`config.mk`:
```
export PLATFORM = sky130hd
export DESIGN_NAME = arm2_alu_immediate_and_branch_top
export DESIGN_NICKNAME = d
export VERILOG_FILES = /design/src/rtl/arm2_pkg.sv /design/src/rtl/arm2_ram.sv /design/src/rtl/arm2_alu.sv /design/src/rtl/arm2_alu_immediate_and_branch_top.sv
export VERILOG_INCLUDE_DIRS = /design/src /design/src/rtl
export SDC_FILE = /design/constraint.sdc
export NUM_CORES = 1
export LEC_CHECK = 0
export CELL_PAD_IN_SITES_DETAIL_PLACEMENT = 1
export CELL_PAD_IN_SITES_GLOBAL_PLACEMENT = 1
export CORE_ASPECT_RATIO = 1.5
export CORE_MARGIN = 1.5
export CORE_UTILIZATION = 58
export DETAILED_ROUTE_END_ITERATION = 8
export DONT_BUFFER_PORTS = 1
export PLACE_DENSITY_LB_ADDON = 0.1
export SYNTH_ARGS = -nofsm -noshare
export SYNTH_HDL_FRONTEND = slang
export SYNTH_HIERARCHICAL = 1
export SYNTH_SLANG_ARGS = --single-unit
```
`constraint.sdc`:
```
create_clock -name clk_i -period 12.65 [get_ports clk_i]
set_input_delay 2.53 -clock clk_i [delete_from_list [all_inputs] [get_ports clk_i]]
set_output_delay 2.53 -clock clk_i [all_outputs]
set_load 0.005 [all_outputs]
```
`src/rtl/arm2_alu_immediate_and_branch_top_macros.svh`:
```
// -----------------------------------------------------------------------------
// arm2 assertion macros
// Shared concurrent assertion forms, clocked on clk_i, off while rst_ni is low.
// -----------------------------------------------------------------------------
`ifndef ARM2_ALU_IMMEDIATE_AND_BRANCH_TOP_MACROS_SVH
`define ARM2_ALU_IMMEDIATE_AND_BRANCH_TOP_MACROS_SVH

// same-cycle implication
`define ARM2_ASSERT_SAME(lbl, ante, cons, msg) \
  lbl: assert property (@(posedge clk_i) disable iff (!rst_ni) (ante) |-> (cons)) \
    else $error(msg);

// next-cycle implication
`define ARM2_ASSERT_NEXT(lbl, ante, cons, msg) \
  lbl: assert property (@(posedge clk_i) disable iff (!rst_ni) (ante) |=> (cons)) \
    else $error(msg);

`endif

```
`src/rtl/arm2_pkg.sv`:
```
// -----------------------------------------------------------------------------
// arm2_pkg
// Shared types and constants for the ARM2 immediate ALU and branch unit.
// -----------------------------------------------------------------------------
`timescale 1ns / 1ps

package arm2_pkg;

  localparam int unsigned XLEN    = 32;
  localparam int unsigned NREGS   = 16;
  localparam int unsigned RIDX_W  = 4;

  localparam logic [RIDX_W-1:0] REG_LR = 4'd14;
  localparam logic [RIDX_W-1:0] REG_PC = 4'd15;

  localparam logic [3:0] GRP_ALU_IMM = 4'd2;
  localparam logic [3:0] GRP_B       = 4'd10;
  localparam logic [3:0] GRP_BL      = 4'd11;

  localparam logic [XLEN-1:0] LINK_STEP = 32'd4;

  typedef enum logic [1:0] {
    KIND_ALU = 2'd0,
    KIND_B   = 2'd1,
    KIND_BL  = 2'd2,
    KIND_NOP = 2'd3
  } kind_e;

  typedef enum logic [2:0] {
    OP_AND = 3'd0,
    OP_EOR = 3'd1,
    OP_SUB = 3'd2,
    OP_RSB = 3'd3,
    OP_ADD = 3'd4,
    OP_ADC = 3'd5,
    OP_SBC = 3'd6,
    OP_RSC = 3'd7
  } alu_op_e;

  // NZCV bit positions
  localparam int unsigned FLAG_N = 3;
  localparam int unsigned FLAG_Z = 2;
  localparam int unsigned FLAG_C = 1;
  localparam int unsigned FLAG_V = 0;

  typedef struct packed {
    alu_op_e    op;
    logic       set_flags;
    logic [7:0] imm8;
    logic [3:0] rot;
  } alu_req_t;

endpackage

```
`src/rtl/arm2_ram.sv`:
```
// -----------------------------------------------------------------------------
// arm2_ram
// Generic single-write, single-read RAM with registered read (read-first).
// -----------------------------------------------------------------------------
`timescale 1ns / 1ps

module arm2_ram #(
  parameter int unsigned Width = 32,
  parameter int unsigned Depth = 16
) (
  input  logic                     clk_i,
  input  logic                     we_i,
  input  logic [$clog2(Depth)-1:0] waddr_i,
  input  logic [Width-1:0]         wdata_i,
  input  logic [$clog2(Depth)-1:0] raddr_i,
  output logic [Width-1:0]         rdata_o
);

  logic [Width-1:0] mem_q [Depth];
  logic [Width-1:0] rdata_q;

  always_ff @(posedge clk_i) begin
    if (we_i) begin
      mem_q[waddr_i] <= wdata_i;
    end
    rdata_q <= mem_q[raddr_i];
  end

  assign rdata_o = rdata_q;

endmodule

```
`src/rtl/arm2_alu.sv`:
```
// -----------------------------------------------------------------------------
// arm2_alu
// Immediate operand rotator, adder/logic unit and NZCV flag update.
// -----------------------------------------------------------------------------
`timescale 1ns / 1ps

module arm2_alu (
  input  arm2_pkg::alu_req_t       req_i,
  input  logic [arm2_pkg::XLEN-1:0] opa_i,
  input  logic [3:0]               flags_i,
  output logic [arm2_pkg::XLEN-1:0] result_o,
  output logic [3:0]               flags_o
);

  logic [2*arm2_pkg::XLEN-1:0] rot_dbl;
  logic [arm2_pkg::XLEN-1:0]   imm;
  logic [arm2_pkg::XLEN-1:0]   x;
  logic [arm2_pkg::XLEN-1:0]   y;
  logic                        cin;
  logic [arm2_pkg::XLEN:0]     sum;
  logic                        logical;
  logic                        ovf;
  logic [arm2_pkg::XLEN-1:0]   res;

  always_comb begin
    // rotate right by twice rot: shift a doubled word
    rot_dbl = {24'd0, req_i.imm8, 24'd0, req_i.imm8} >> {req_i.rot, 1'b0};
    imm     = rot_dbl[arm2_pkg::XLEN-1:0];

    logical = 1'b0;
    x       = opa_i;
    y       = imm;
    cin     = 1'b0;
    case (req_i.op)
      arm2_pkg::OP_AND: logical = 1'b1;
      arm2_pkg::OP_EOR: logical = 1'b1;
      arm2_pkg::OP_SUB: begin y = ~imm; cin = 1'b1; end
      arm2_pkg::OP_RSB: begin x = imm; y = ~opa_i; cin = 1'b1; end
      arm2_pkg::OP_ADD: cin = 1'b0;
      arm2_pkg::OP_ADC: cin = flags_i[arm2_pkg::FLAG_C];
      arm2_pkg::OP_SBC: begin y = ~imm; cin = flags_i[arm2_pkg::FLAG_C]; end
      arm2_pkg::OP_RSC: begin x = imm; y = ~opa_i; cin = flags_i[arm2_pkg::FLAG_C]; end
      default: logical = 1'b0;
    endcase

    sum = {1'b0, x} + {1'b0, y} + {{arm2_pkg::XLEN{1'b0}}, cin};
    ovf = ~(x[arm2_pkg::XLEN-1] ^ y[arm2_pkg::XLEN-1])
          & (x[arm2_pkg::XLEN-1] ^ sum[arm2_pkg::XLEN-1]);

    if (req_i.op == arm2_pkg::OP_AND) begin
      res = opa_i & imm;
    end else if (req_i.op == arm2_pkg::OP_EOR) begin
      res = opa_i ^ imm;
    end else begin
      res = sum[arm2_pkg::XLEN-1:0];
    end

    flags_o = flags_i;
    if (req_i.set_flags) begin
      flags_o[arm2_pkg::FLAG_N] = res[arm2_pkg::XLEN-1];
      flags_o[arm2_pkg::FLAG_Z] = (res == '0);
      if (!logical) begin
        flags_o[arm2_pkg::FLAG_C] = sum[arm2_pkg::XLEN];
        flags_o[arm2_pkg::FLAG_V] = ovf;
      end
    end
    result_o = res;
  end

endmodule

```
`src/rtl/arm2_alu_immediate_and_branch_top.sv`:
```
// -----------------------------------------------------------------------------
// arm2_alu_immediate_and_branch_top
// An accepted instruction is registered along with its RAM read, then executes into
// the output register.
// Throughput: one instruction per cycle unless out_ready_i stalls the output; set by the
// single register file RAM read port, with the previous cycle's write forwarded to the next read.
// Reset: registers, flags and PC read as zero; no clearing pass is needed.
// -----------------------------------------------------------------------------
`timescale 1ns / 1ps
`include "arm2_alu_immediate_and_branch_top_macros.svh"

module arm2_alu_immediate_and_branch_top (
  input  logic        clk_i,
  input  logic        rst_ni,
  input  logic        in_valid_i,
  output logic        in_ready_o,
  input  logic [31:0] instr_i,
  output logic        out_valid_o,
  input  logic        out_ready_i,
  output logic [1:0]  kind_o,
  output logic        dest_write_o,
  output logic [3:0]  dest_index_o,
  output logic [31:0] dest_value_o,
  output logic [3:0]  flags_out_o,
  output logic [31:0] pc_value_o
);

  localparam int unsigned W  = arm2_pkg::XLEN;
  localparam int unsigned RW = arm2_pkg::RIDX_W;

  // execute stage
  logic          s1_valid_q, s1_valid_d;
  logic [31:0]   s1_instr_q;
  logic          s1_adv;
  logic          in_fire;

  // architectural state held in flops
  logic [3:0]    flags_q, flags_d;
  logic [W-1:0]  pc_q, pc_d;
  logic [arm2_pkg::NREGS-1:0] rvalid_q;

  // last write, for forwarding
  logic          fwd_we_q;
  logic [RW-1:0] fwd_wa_q;
  logic [W-1:0]  fwd_wd_q;

  // RAM ports
  logic          ram_we;
  logic [RW-1:0] ram_wa;
  logic [W-1:0]  ram_wd;
  logic [RW-1:0] ram_ra;
  logic [W-1:0]  ram_rd;

  // output register
  logic          out_valid_q;
  arm2_pkg::kind_e kind_q, kind_d;
  logic          dw_q, dw_d;
  logic [RW-1:0] di_q, di_d;
  logic [W-1:0]  dv_q, dv_d;
  logic [3:0]    fo_q;
  logic [W-1:0]  pco_q;

  // decode and execute
  logic [3:0]    group;
  logic [RW-1:0] rn, rd;
  logic [W-1:0]  opa;
  logic [W-1:0]  rf_val;
  logic [W-1:0]  alu_res;
  logic [3:0]    alu_flags;
  logic [W-1:0]  br_off;
  arm2_pkg::alu_req_t alu_req;

  assign s1_adv     = s1_valid_q && (!out_valid_q || out_ready_i);
  assign in_ready_o = !s1_valid_q || s1_adv;
  assign in_fire    = in_valid_i && in_ready_o;
  assign s1_valid_d = in_fire || (s1_valid_q && !s1_adv);

  // re-read the held operand while stalled so the RAM output stays current
  assign ram_ra = in_fire ? instr_i[19:16] : s1_instr_q[19:16];

  arm2_ram #(
    .Width(W),
    .Depth(arm2_pkg::NREGS)
  ) u_rf (
    .clk_i  (clk_i),
    .we_i   (ram_we),
    .waddr_i(ram_wa),
    .wdata_i(ram_wd),
    .raddr_i(ram_ra),
    .rdata_o(ram_rd)
  );

  assign group = s1_instr_q[27:24];
  assign rn    = s1_instr_q[19:16];
  assign rd    = s1_instr_q[15:12];

  always_comb begin
    if (fwd_we_q && (fwd_wa_q == rn)) begin
      rf_val = fwd_wd_q;
    end else if (rvalid_q[rn]) begin
      rf_val = ram_rd;
    end else begin
      rf_val = '0;
    end
    opa = (rn == arm2_pkg::REG_PC) ? pc_q : rf_val;
  end

  assign alu_req.op        = arm2_pkg::alu_op_e'(s1_instr_q[23:21]);
  assign alu_req.set_flags = s1_instr_q[20];
  assign alu_req.imm8      = s1_instr_q[7:0];
  assign alu_req.rot       = s1_instr_q[11:8];

  arm2_alu u_alu (
    .req_i   (alu_req),
    .opa_i   (opa),
    .flags_i (flags_q),
    .result_o(alu_res),
    .flags_o (alu_flags)
  );

  assign br_off = {{6{s1_instr_q[23]}}, s1_instr_q[23:0], 2'b00};

  always_comb begin
    kind_d  = arm2_pkg::KIND_NOP;
    dw_d    = 1'b0;
    di_d    = '0;
    dv_d    = '0;
    flags_d = flags_q;
    pc_d    = pc_q;
    case (group)
      arm2_pkg::GRP_ALU_IMM: begin
        kind_d  = arm2_pkg::KIND_ALU;
        dw_d    = 1'b1;
        di_d    = rd;
        dv_d    = alu_res;
        flags_d = alu_flags;
        if (rd == arm2_pkg::REG_PC) begin
          pc_d = alu_res;
        end
      end
      arm2_pkg::GRP_B: begin
        kind_d = arm2_pkg::KIND_B;
        pc_d   = pc_q + br_off;
      end
      arm2_pkg::GRP_BL: begin
        kind_d = arm2_pkg::KIND_BL;
        dw_d   = 1'b1;
        di_d   = arm2_pkg::REG_LR;
        dv_d   = pc_q + arm2_pkg::LINK_STEP;
        pc_d   = pc_q + br_off;
      end
      default: kind_d = arm2_pkg::KIND_NOP;
    endcase
  end

  assign ram_we = s1_adv && dw_d;
  assign ram_wa = di_d;
  assign ram_wd = dv_d;

  always_ff @(posedge clk_i or negedge rst_ni) begin
    if (!rst_ni) begin
      s1_valid_q  <= 1'b0;
      out_valid_q <= 1'b0;
      flags_q     <= '0;
      pc_q        <= '0;
      rvalid_q    <= '0;
      fwd_we_q    <= 1'b0;
    end else begin
      s1_valid_q <= s1_valid_d;
      fwd_we_q   <= ram_we;
      if (s1_adv) begin
        out_valid_q <= 1'b1;
        flags_q     <= flags_d;
        pc_q        <= pc_d;
      end else if (out_ready_i) begin
        out_valid_q <= 1'b0;
      end
      if (ram_we) begin
        rvalid_q[ram_wa] <= 1'b1;
      end
    end
  end

  always_ff @(posedge clk_i) begin
    if (in_fire) begin
      s1_instr_q <= instr_i;
    end
    fwd_wa_q <= ram_wa;
    fwd_wd_q <= ram_wd;
    if (s1_adv) begin
      kind_q <= kind_d;
      dw_q   <= dw_d;
      di_q   <= di_d;
      dv_q   <= dv_d;
      fo_q   <= flags_d;
      pco_q  <= pc_d;
    end
  end

  assign out_valid_o  = out_valid_q;
  assign kind_o       = kind_q;
  assign dest_write_o = dw_q;
  assign dest_index_o = di_q;
  assign dest_value_o = dv_q;
  assign flags_out_o  = fo_q;
  assign pc_value_o   = pco_q;

  `ARM2_ASSERT_SAME(a_we_only_on_adv, ram_we, s1_valid_q && s1_adv, "rf write without execute")
  `ARM2_ASSERT_NEXT(a_stall_holds, s1_valid_q && !s1_adv, s1_valid_q && $stable(s1_instr_q), "stalled instruction lost")
  `ARM2_ASSERT_SAME(a_nop_no_write, out_valid_q && (kind_q == arm2_pkg::KIND_NOP), !dw_q, "no-op wrote a register")
  `ARM2_ASSERT_NEXT(a_pc_tracks_out, s1_adv, pco_q == pc_q, "pc output differs from pc state")

endmodule
```
==> flow_metrics.env, run 1 <==
export IMPL_synth_top_family_by_area="compound AO/OA/AOI/OAI gates"
export IMPL_clock_latency_ps=640
export IMPL_crit_path_max_incr_delay_ps=840
export IMPL_drt_iter0_markers=1981
export IMPL_drc=0
export IMPL_ys_ff_latch=738
export IMPL_antenna_found_initial=2
export IMPL_cts_htree_levels=3
export IMPL_synth_cell_types=95
export IMPL_synth_area_per_cell_um2=13.63
export IMPL_crit_chain="mux4_2 -> mux4_2 -> buf_4 -> nand3_1 -> a31oi_1 -> mux2i_1 -> fa_1 -> inv_1 -> fa_1 -> a21o_1 -> a221o_2 -> a211oi_2 -> o22ai_1 -> o221ai_1 -> a21oi_1 -> o32ai_1 -> nand2_1 -> o21ai_1"
export IMPL_peakVddDrop_mv=0.1473
export IMPL_synthAdderAreaFrac_pct=3.541
export IMPL_status="finished clean"
export IMPL_synth_top_cell_area_share_pct=53.45
export IMPL_grt_start_max_net_pins=66
export IMPL_setup_violations=0
export IMPL_cts_resized_gates=0
export IMPL_place_hpwl_um=68280
export IMPL_area_growth_pct=9.140
export IMPL_synthTopCellsByArea="edfxtp_1 53%, mux4_2 8.7%, dfrtp_1 4.0%"
export IMPL_seqCellArea_mm2=0.02121
export IMPL_yosys_area_top_type="edfxtp_1"
export IMPL_post_cts_buffers=0
export IMPL_max_cap_viol_count=0
export IMPL_cp_top_family="compound AO/OA/AOI/OAI gates"
export IMPL_worstReg2RegStart="s1_instr_q[16]"
export IMPL_max_freq_ghz=0.1386
export IMPL_grt_pass1_wl_um=158100
export IMPL_cp_endpoint="u_rf/mem_q[12][28]"
export IMPL_fin_setup_tns_ps=0
export IMPL_cts_sinks=738
export IMPL_postCtsHoldBufs=0
export IMPL_cp_max_fo=32
export IMPL_ant_nets=0
export IMPL_numCtsBuffers=68
export IMPL_critPathBufInv=2
export IMPL_synth_enable_flop_cells=615
export IMPL_dpl_cell_count=3221
export IMPL_wl_um=108000
export IMPL_startpoint_type="flip-flop"
export IMPL_synth_compound_area_share_pct=11.12
export IMPL_die_h_um=301.9
export IMPL_required_ps=12900
export IMPL_die_x_um=202.3
export IMPL_cp_depth=18
export IMPL_timing_slew_headroom_pct=6.256
export IMPL_final_setup_skew_ps=31.28
export IMPL_hold_viol_final=0
export IMPL_fin_util_pct=64.01
export IMPL_fin_crit_sh_pct=57.05
export IMPL_cpMaxStageDelayCell="edfxtp_1"
export IMPL_row_count=109
export IMPL_track_usage_pct=35.75
export IMPL_cts_root_buf="clkbuf_16"
export IMPL_place_congestion=0.9447
export IMPL_power_density_mw_per_mm2=171.3
export IMPL_holdCritPathClass="flip-flop to flip-flop"
export IMPL_synth_area_mux_share_pct=10.96
export IMPL_fin_cells=3350
export IMPL_critPathKind="flip-flop to flip-flop"
export IMPL_finalCriticalPeriod_ps=7216
export IMPL_io_pins=113
export IMPL_startpoint="s1_instr_q[16]"
export IMPL_synthFlopType="edfxtp_1"
export IMPL_synth_net_count=2667
export IMPL_multi_input_area_mm2=0.01259
export IMPL_seq_area_frac_synth_pct=61.37
export IMPL_r2r_end="u_rf/mem_q[12][28]"
export IMPL_crit_path_end_kind="flip-flop"
export IMPL_slew_viol_final=0
export IMPL_yosys_top_cells_count="615 x edfxtp_1, 274 x nand2_1, 145 x o21ai_0"
export IMPL_synthArstFlopShare_pct=7.453
export IMPL_synth_xor_area_share_pct=1.977
export IMPL_drt_pass1_iter_count=6
export IMPL_drive_above_1_share_pct=16.34
export IMPL_vias=23000
export IMPL_overflow=0
export IMPL_rr_worst_depth=18
export IMPL_start_util_pct=58.65
export IMPL_wire_per_inst_um=32.25
export IMPL_tritoncts="built"
export IMPL_syn_area_mm2=0.03455
export IMPL_p_leak_uw=0.01365
export IMPL_cts_buffer_depth=3
export IMPL_arrival_ps=7470
export IMPL_worst_pin_slew_ps=1397
export IMPL_ys_warn_count=6
export IMPL_dieArea_mm2=0.06108
export IMPL_port_buffers=0
export IMPL_synthesis_instances=2535
export IMPL_rsz0062_at_grt="no"
export IMPL_vias_per_cell=6.866
export IMPL_yosysMostFrequentCell="edfxtp_1"
export IMPL_synthSimpleGateAreaFrac_pct=8.314
export IMPL_core_area_mm2=0.05892
export IMPL_grt_pass1_vias=24270
export IMPL_cts_clk_slew_worst_paths_ps=70
export IMPL_nets=2647
export IMPL_fillers=5483
export IMPL_r2r_slack_ps=5430
-- where the power goes --
part	internal (uW)	switching, uW	total (uW)	leakage (uW)
sequential	2790	192	2980	0.00706
combinational	512	884	1400	0.00550
clock	1140	939	2080	0.00109
-- layout by cell type, fill, tap and decap left out, types with 18 or more instances in the layout --
cell type    n
edfxtp_1   615
nand2_1    274
mux4_2     133
nor2_1     124
o21ai_0    116
ha_1        93
a22oi_1     89
a21oi_1     86
clkbuf_16   69
dfxtp_1     68
nand3_1     66
buf_4       62
inv_1       55
dfrtp_1     55
xor2_1      47
a31oi_1     46
mux2_2      38
o21ai_1     34
mux2i_1     34
a21o_1      32
o211ai_1    32
xnor2_1     31
nand2b_1    24
and3_1      19
a222oi_1    19
nand4_1     18
nor3_1      18
-- layer usage --
layer	wire length (um)	track usage (%)
met5	0	0
met4	6367	21.02
met3	6943	4.643
met2	55570	62.73
met1	39170	42.33
-- final cells by class --
| class | instances | share of cell area, % |
|---|---|---|
| antenna | 2 | 0.01327 |
| clock buffer | 93 | 5.083 |
| clock inverter | 33 | 0.8626 |
| inverter | 56 | 0.5640 |
| multi-input combinational | 1588 | 33.40 |
| sequential | 738 | 56.23 |
| tap | 777 | 2.578 |
| timing repair buffer | 63 | 1.271 |
-- metrics by stage --
step           setup slack [ps]  hold WS (ps)  power [uW]  cell area (um^2)
2_1_floorplan              6120         422.6        3927             34550
3_3_place_gp               5716         435.1        4324             35430
3_5_place_dp               5517         440.0        4380             35430
4_1_cts                    5511         458.7        6459             37670
5_1_grt                    5032         476.9        6667             37710
6_report                   5434         460.6        6459             37710
-- flip-flops by register name, summed over array words and instances (netlist names), 2 cells and up --
name and count:
flags_out_o 4, u_rf/mem_q 512, fwd_wa_q 4, u_rf/rdata_o 32
fwd_wd_q 32, pc_q 32, dest_value_o 32, kind_o 2
s1_instr_q 28, pc_value_o 32, dest_index_o 4, rvalid_q 16
flags_q 4
-- how the worst min path moves through the flow --
| stage | end | cells after the start | start | slack, ps |
|---|---|---|---|---|
| after floorplan | rvalid_q[6] | 1 | rvalid_q[6] | 420 |
| after global placement | rvalid_q[6] | 1 | rvalid_q[6] | 440 |
| after detailed placement | rvalid_q[2] | 1 | rvalid_q[2] | 440 |
| after CTS | rvalid_q[2] | 1 | rvalid_q[2] | 460 |
| after global routing | rvalid_q[11] | 1 | rvalid_q[11] | 480 |
| final | rvalid_q[2] | 1 | rvalid_q[2] | 460 |
-- cell families (layout without fill, tap and decap cells) --
logic type	count (synthesis)	in the layout
flops	738	738
mux	207	207
fa+ha+maj	96	96
compound gates	574	574
other cells	0	2
simple gates	633	633
xor+xnor	78	78
buf+inv	209	245
Note: power is estimated with default switching activity, not from simulation.
==> run 2: changes to the inputs <==
- CORE_UTILIZATION: 58 -> 54
- clock period: 12.65 -> 6.8 ns (I/O delays scaled with it)
==> flow_metrics.env, run 2 (same netlist as run 1, synthesis figures left out) <==
export IMPL_timing_slew_headroom_pct=12.25
export IMPL_io_pins=113
export IMPL_clock_latency_ps=650
export IMPL_hold_viol_final=0
export IMPL_peakVddDrop_mv=0.2656
export IMPL_grt_pass1_wl_um=160800
export IMPL_vias=22920
export IMPL_nets=2698
export IMPL_cp_max_fo=8
export IMPL_wl_um=110200
export IMPL_dp_slack_ps=432.7
export IMPL_startpoint_type="flip-flop"
export IMPL_setup_ws_ps=229.1
export IMPL_grt_start_max_net_pins=72
export IMPL_cts_sinks=738
export IMPL_wire_per_inst_um=32.08
export IMPL_die_h_um=312.8
export IMPL_final_setup_skew_ps=20.05
export IMPL_pwr_share_comb_pct=21.3
export IMPL_p_leak_uw=0.01403
export IMPL_ant_nets=0
export IMPL_r2r_slack_ps=230
export IMPL_dpl_cell_count=3298
export IMPL_area_growth_pct=11.22
export IMPL_cts_root_buf="clkbuf_16"
export IMPL_overflow=0
export IMPL_drc=0
export IMPL_max_cap_viol_count=0
export IMPL_cts_resized_gates=0
export IMPL_top_register="u_rf/mem_q"
export IMPL_core_area_mm2=0.06334
export IMPL_start_util_pct=54.55
export IMPL_largest_register_ffs=512
export IMPL_critPathKind="flip-flop to flip-flop"
export IMPL_rsz0062_at_grt="no"
export IMPL_row_count=113
export IMPL_cts_buffer_depth=3
export IMPL_finalCriticalPeriod_ps=6571
export IMPL_arrival_ps=7160
export IMPL_status="finished clean"
export IMPL_setup_violations=0
export IMPL_drive_above_1_share_pct=18.06
export IMPL_cts_htree_levels=3
export IMPL_fillers=5932
export IMPL_final_common_cell="edfxtp_1"
export IMPL_power_density_mw_per_mm2=324.0
export IMPL_place_hpwl_um=73780
export IMPL_vias_per_cell=6.672
export IMPL_grt_pass1_vias=24330
export IMPL_worst_pin_slew_ps=1308
export IMPL_antenna_found_initial=3
export IMPL_internal_power_uw=8663
export IMPL_die_x_um=209.5
export IMPL_postCtsHoldBufs=0
export IMPL_place_congestion=0.9875
export IMPL_port_buffers=0
export IMPL_dieArea_mm2=0.06555
export IMPL_p_clk_share_pct=34.2
export IMPL_max_freq_ghz=0.1522
export IMPL_most_common_layout_cells="615 x edfxtp_1, 274 x nand2_1, 133 x mux4_2, 124 x nor2_1, 117 x o21ai_0"
export IMPL_crit_chain="mux4_2 -> mux4_2 -> buf_4 -> nand3_1 -> a31oi_1 -> mux2_2 -> a21oi_1 -> ha_1 -> and3_2 -> a221o_2 -> xor2_1 -> a211oi_1 -> nand4bb_1 -> nor4_2 -> o2111ai_1 -> nor4b_2 -> nand4b_1 -> o22ai_2 -> nand2_1 -> nand2_1 -> nand2_1 -> nand2_1"
export IMPL_slew_viol_final=0
export IMPL_netSwitchingPower_uw=3787
export IMPL_crit_path_max_incr_delay_ps=650
export IMPL_switching_share_pct=30.42
export IMPL_fin_crit_sh_pct=96.63
export IMPL_crit_path_end_kind="flip-flop"
export IMPL_drt_iter0_markers=1963
export IMPL_holdCritPathClass="input pin to asynchronous set/reset pin"
export IMPL_tritoncts="built"
export IMPL_track_usage_pct=34.12
export IMPL_crit_top_cell="nand2_1"
export IMPL_fin_cells=3435
export IMPL_numCtsBuffers=71
export IMPL_cts_clk_slew_worst_paths_ps=70
export IMPL_seqPwrFrac_pct=44.5
export IMPL_post_cts_buffers=0
export IMPL_fin_setup_tns_ps=0
export IMPL_cpMaxStageDelayCell="edfxtp_1"
export IMPL_drt_pass1_iter_count=6
export IMPL_required_ps=7390
run 2: cell type report:
type	count	area, um^2	share of cell area, %
antenna	5	12.51	0.03256
clock buffer	97	2028	5.278
clock inverter	35	475.5	1.237
inverter	56	212.7	0.5535
multi-input combinational	1588	12580	32.73
sequential	738	21210	55.18
tap	805	1007	2.621
timing repair buffer	111	908.4	2.364
run 2: path summary, 6_finish.rpt:
kind	end	depth (start not counted)	from
setup / recovery	flags_q[2]	22	s1_instr_q[16]
hold / removal	pc_q[1]	0	rst_ni
setup reg to reg	flags_q[2]	22	s1_instr_q[16]
hold reg to reg	rvalid_q[5]	1	rvalid_q[5]
max in group asynchronous	flags_q[0]	0	rst_ni
min in group clk_i	rvalid_q[5]	1	rvalid_q[5]
run 2: power by group through the flow:
stage / Sequential [uW] / Clock, uW / Combinational [uW]
2_1_floorplan: 5450 / 0 / 1860
3_3_place_gp: 5610 / 0 / 2530
3_5_place_dp: 5620 / 0 / 2610
4_1_cts: 5530 / 4310 / 2630
5_1_grt: 5560 / 4440 / 2870
6_report: 5540 / 4260 / 2650
run 2: layer usage:
layer,share of wire (%),GRT usage (%)
met1,37,40.30
met2,51,59.83
met3,5.4,4.408
met4,6.4,20.23
met5,0,0
run 2: stage by stage:
| step | hold slack [ps] | instance area, um^2 | utilization (%) | total power, uW |
|---|---|---|---|---|
| 6_report | 404.6 | 38430 | 60.67 | 12450 |
| 5_1_grt | 391.2 | 38420 | 60.66 | 12870 |
| 4_1_cts | 375.2 | 38410 | 60.65 | 12470 |
| 3_5_place_dp | 444.5 | 35910 | 56.69 | 8230 |
| 3_3_place_gp | 434.3 | 35910 | 56.69 | 8148 |
| 2_1_floorplan | 422.6 | 34550 | - | 7305 |
run 2: critical path, delay by kind of cell, from the launching register on:
kind	cells	cell delay, ps
AO/OA/AOI/OAI	6	1520
multiplexers	3	1510
flip-flops	1	650
AND/OR/NAND/NOR	10	2050
XOR/XNOR	1	180
buffers and inverters	1	220
adder cells (fa/ha/maj)	1	370
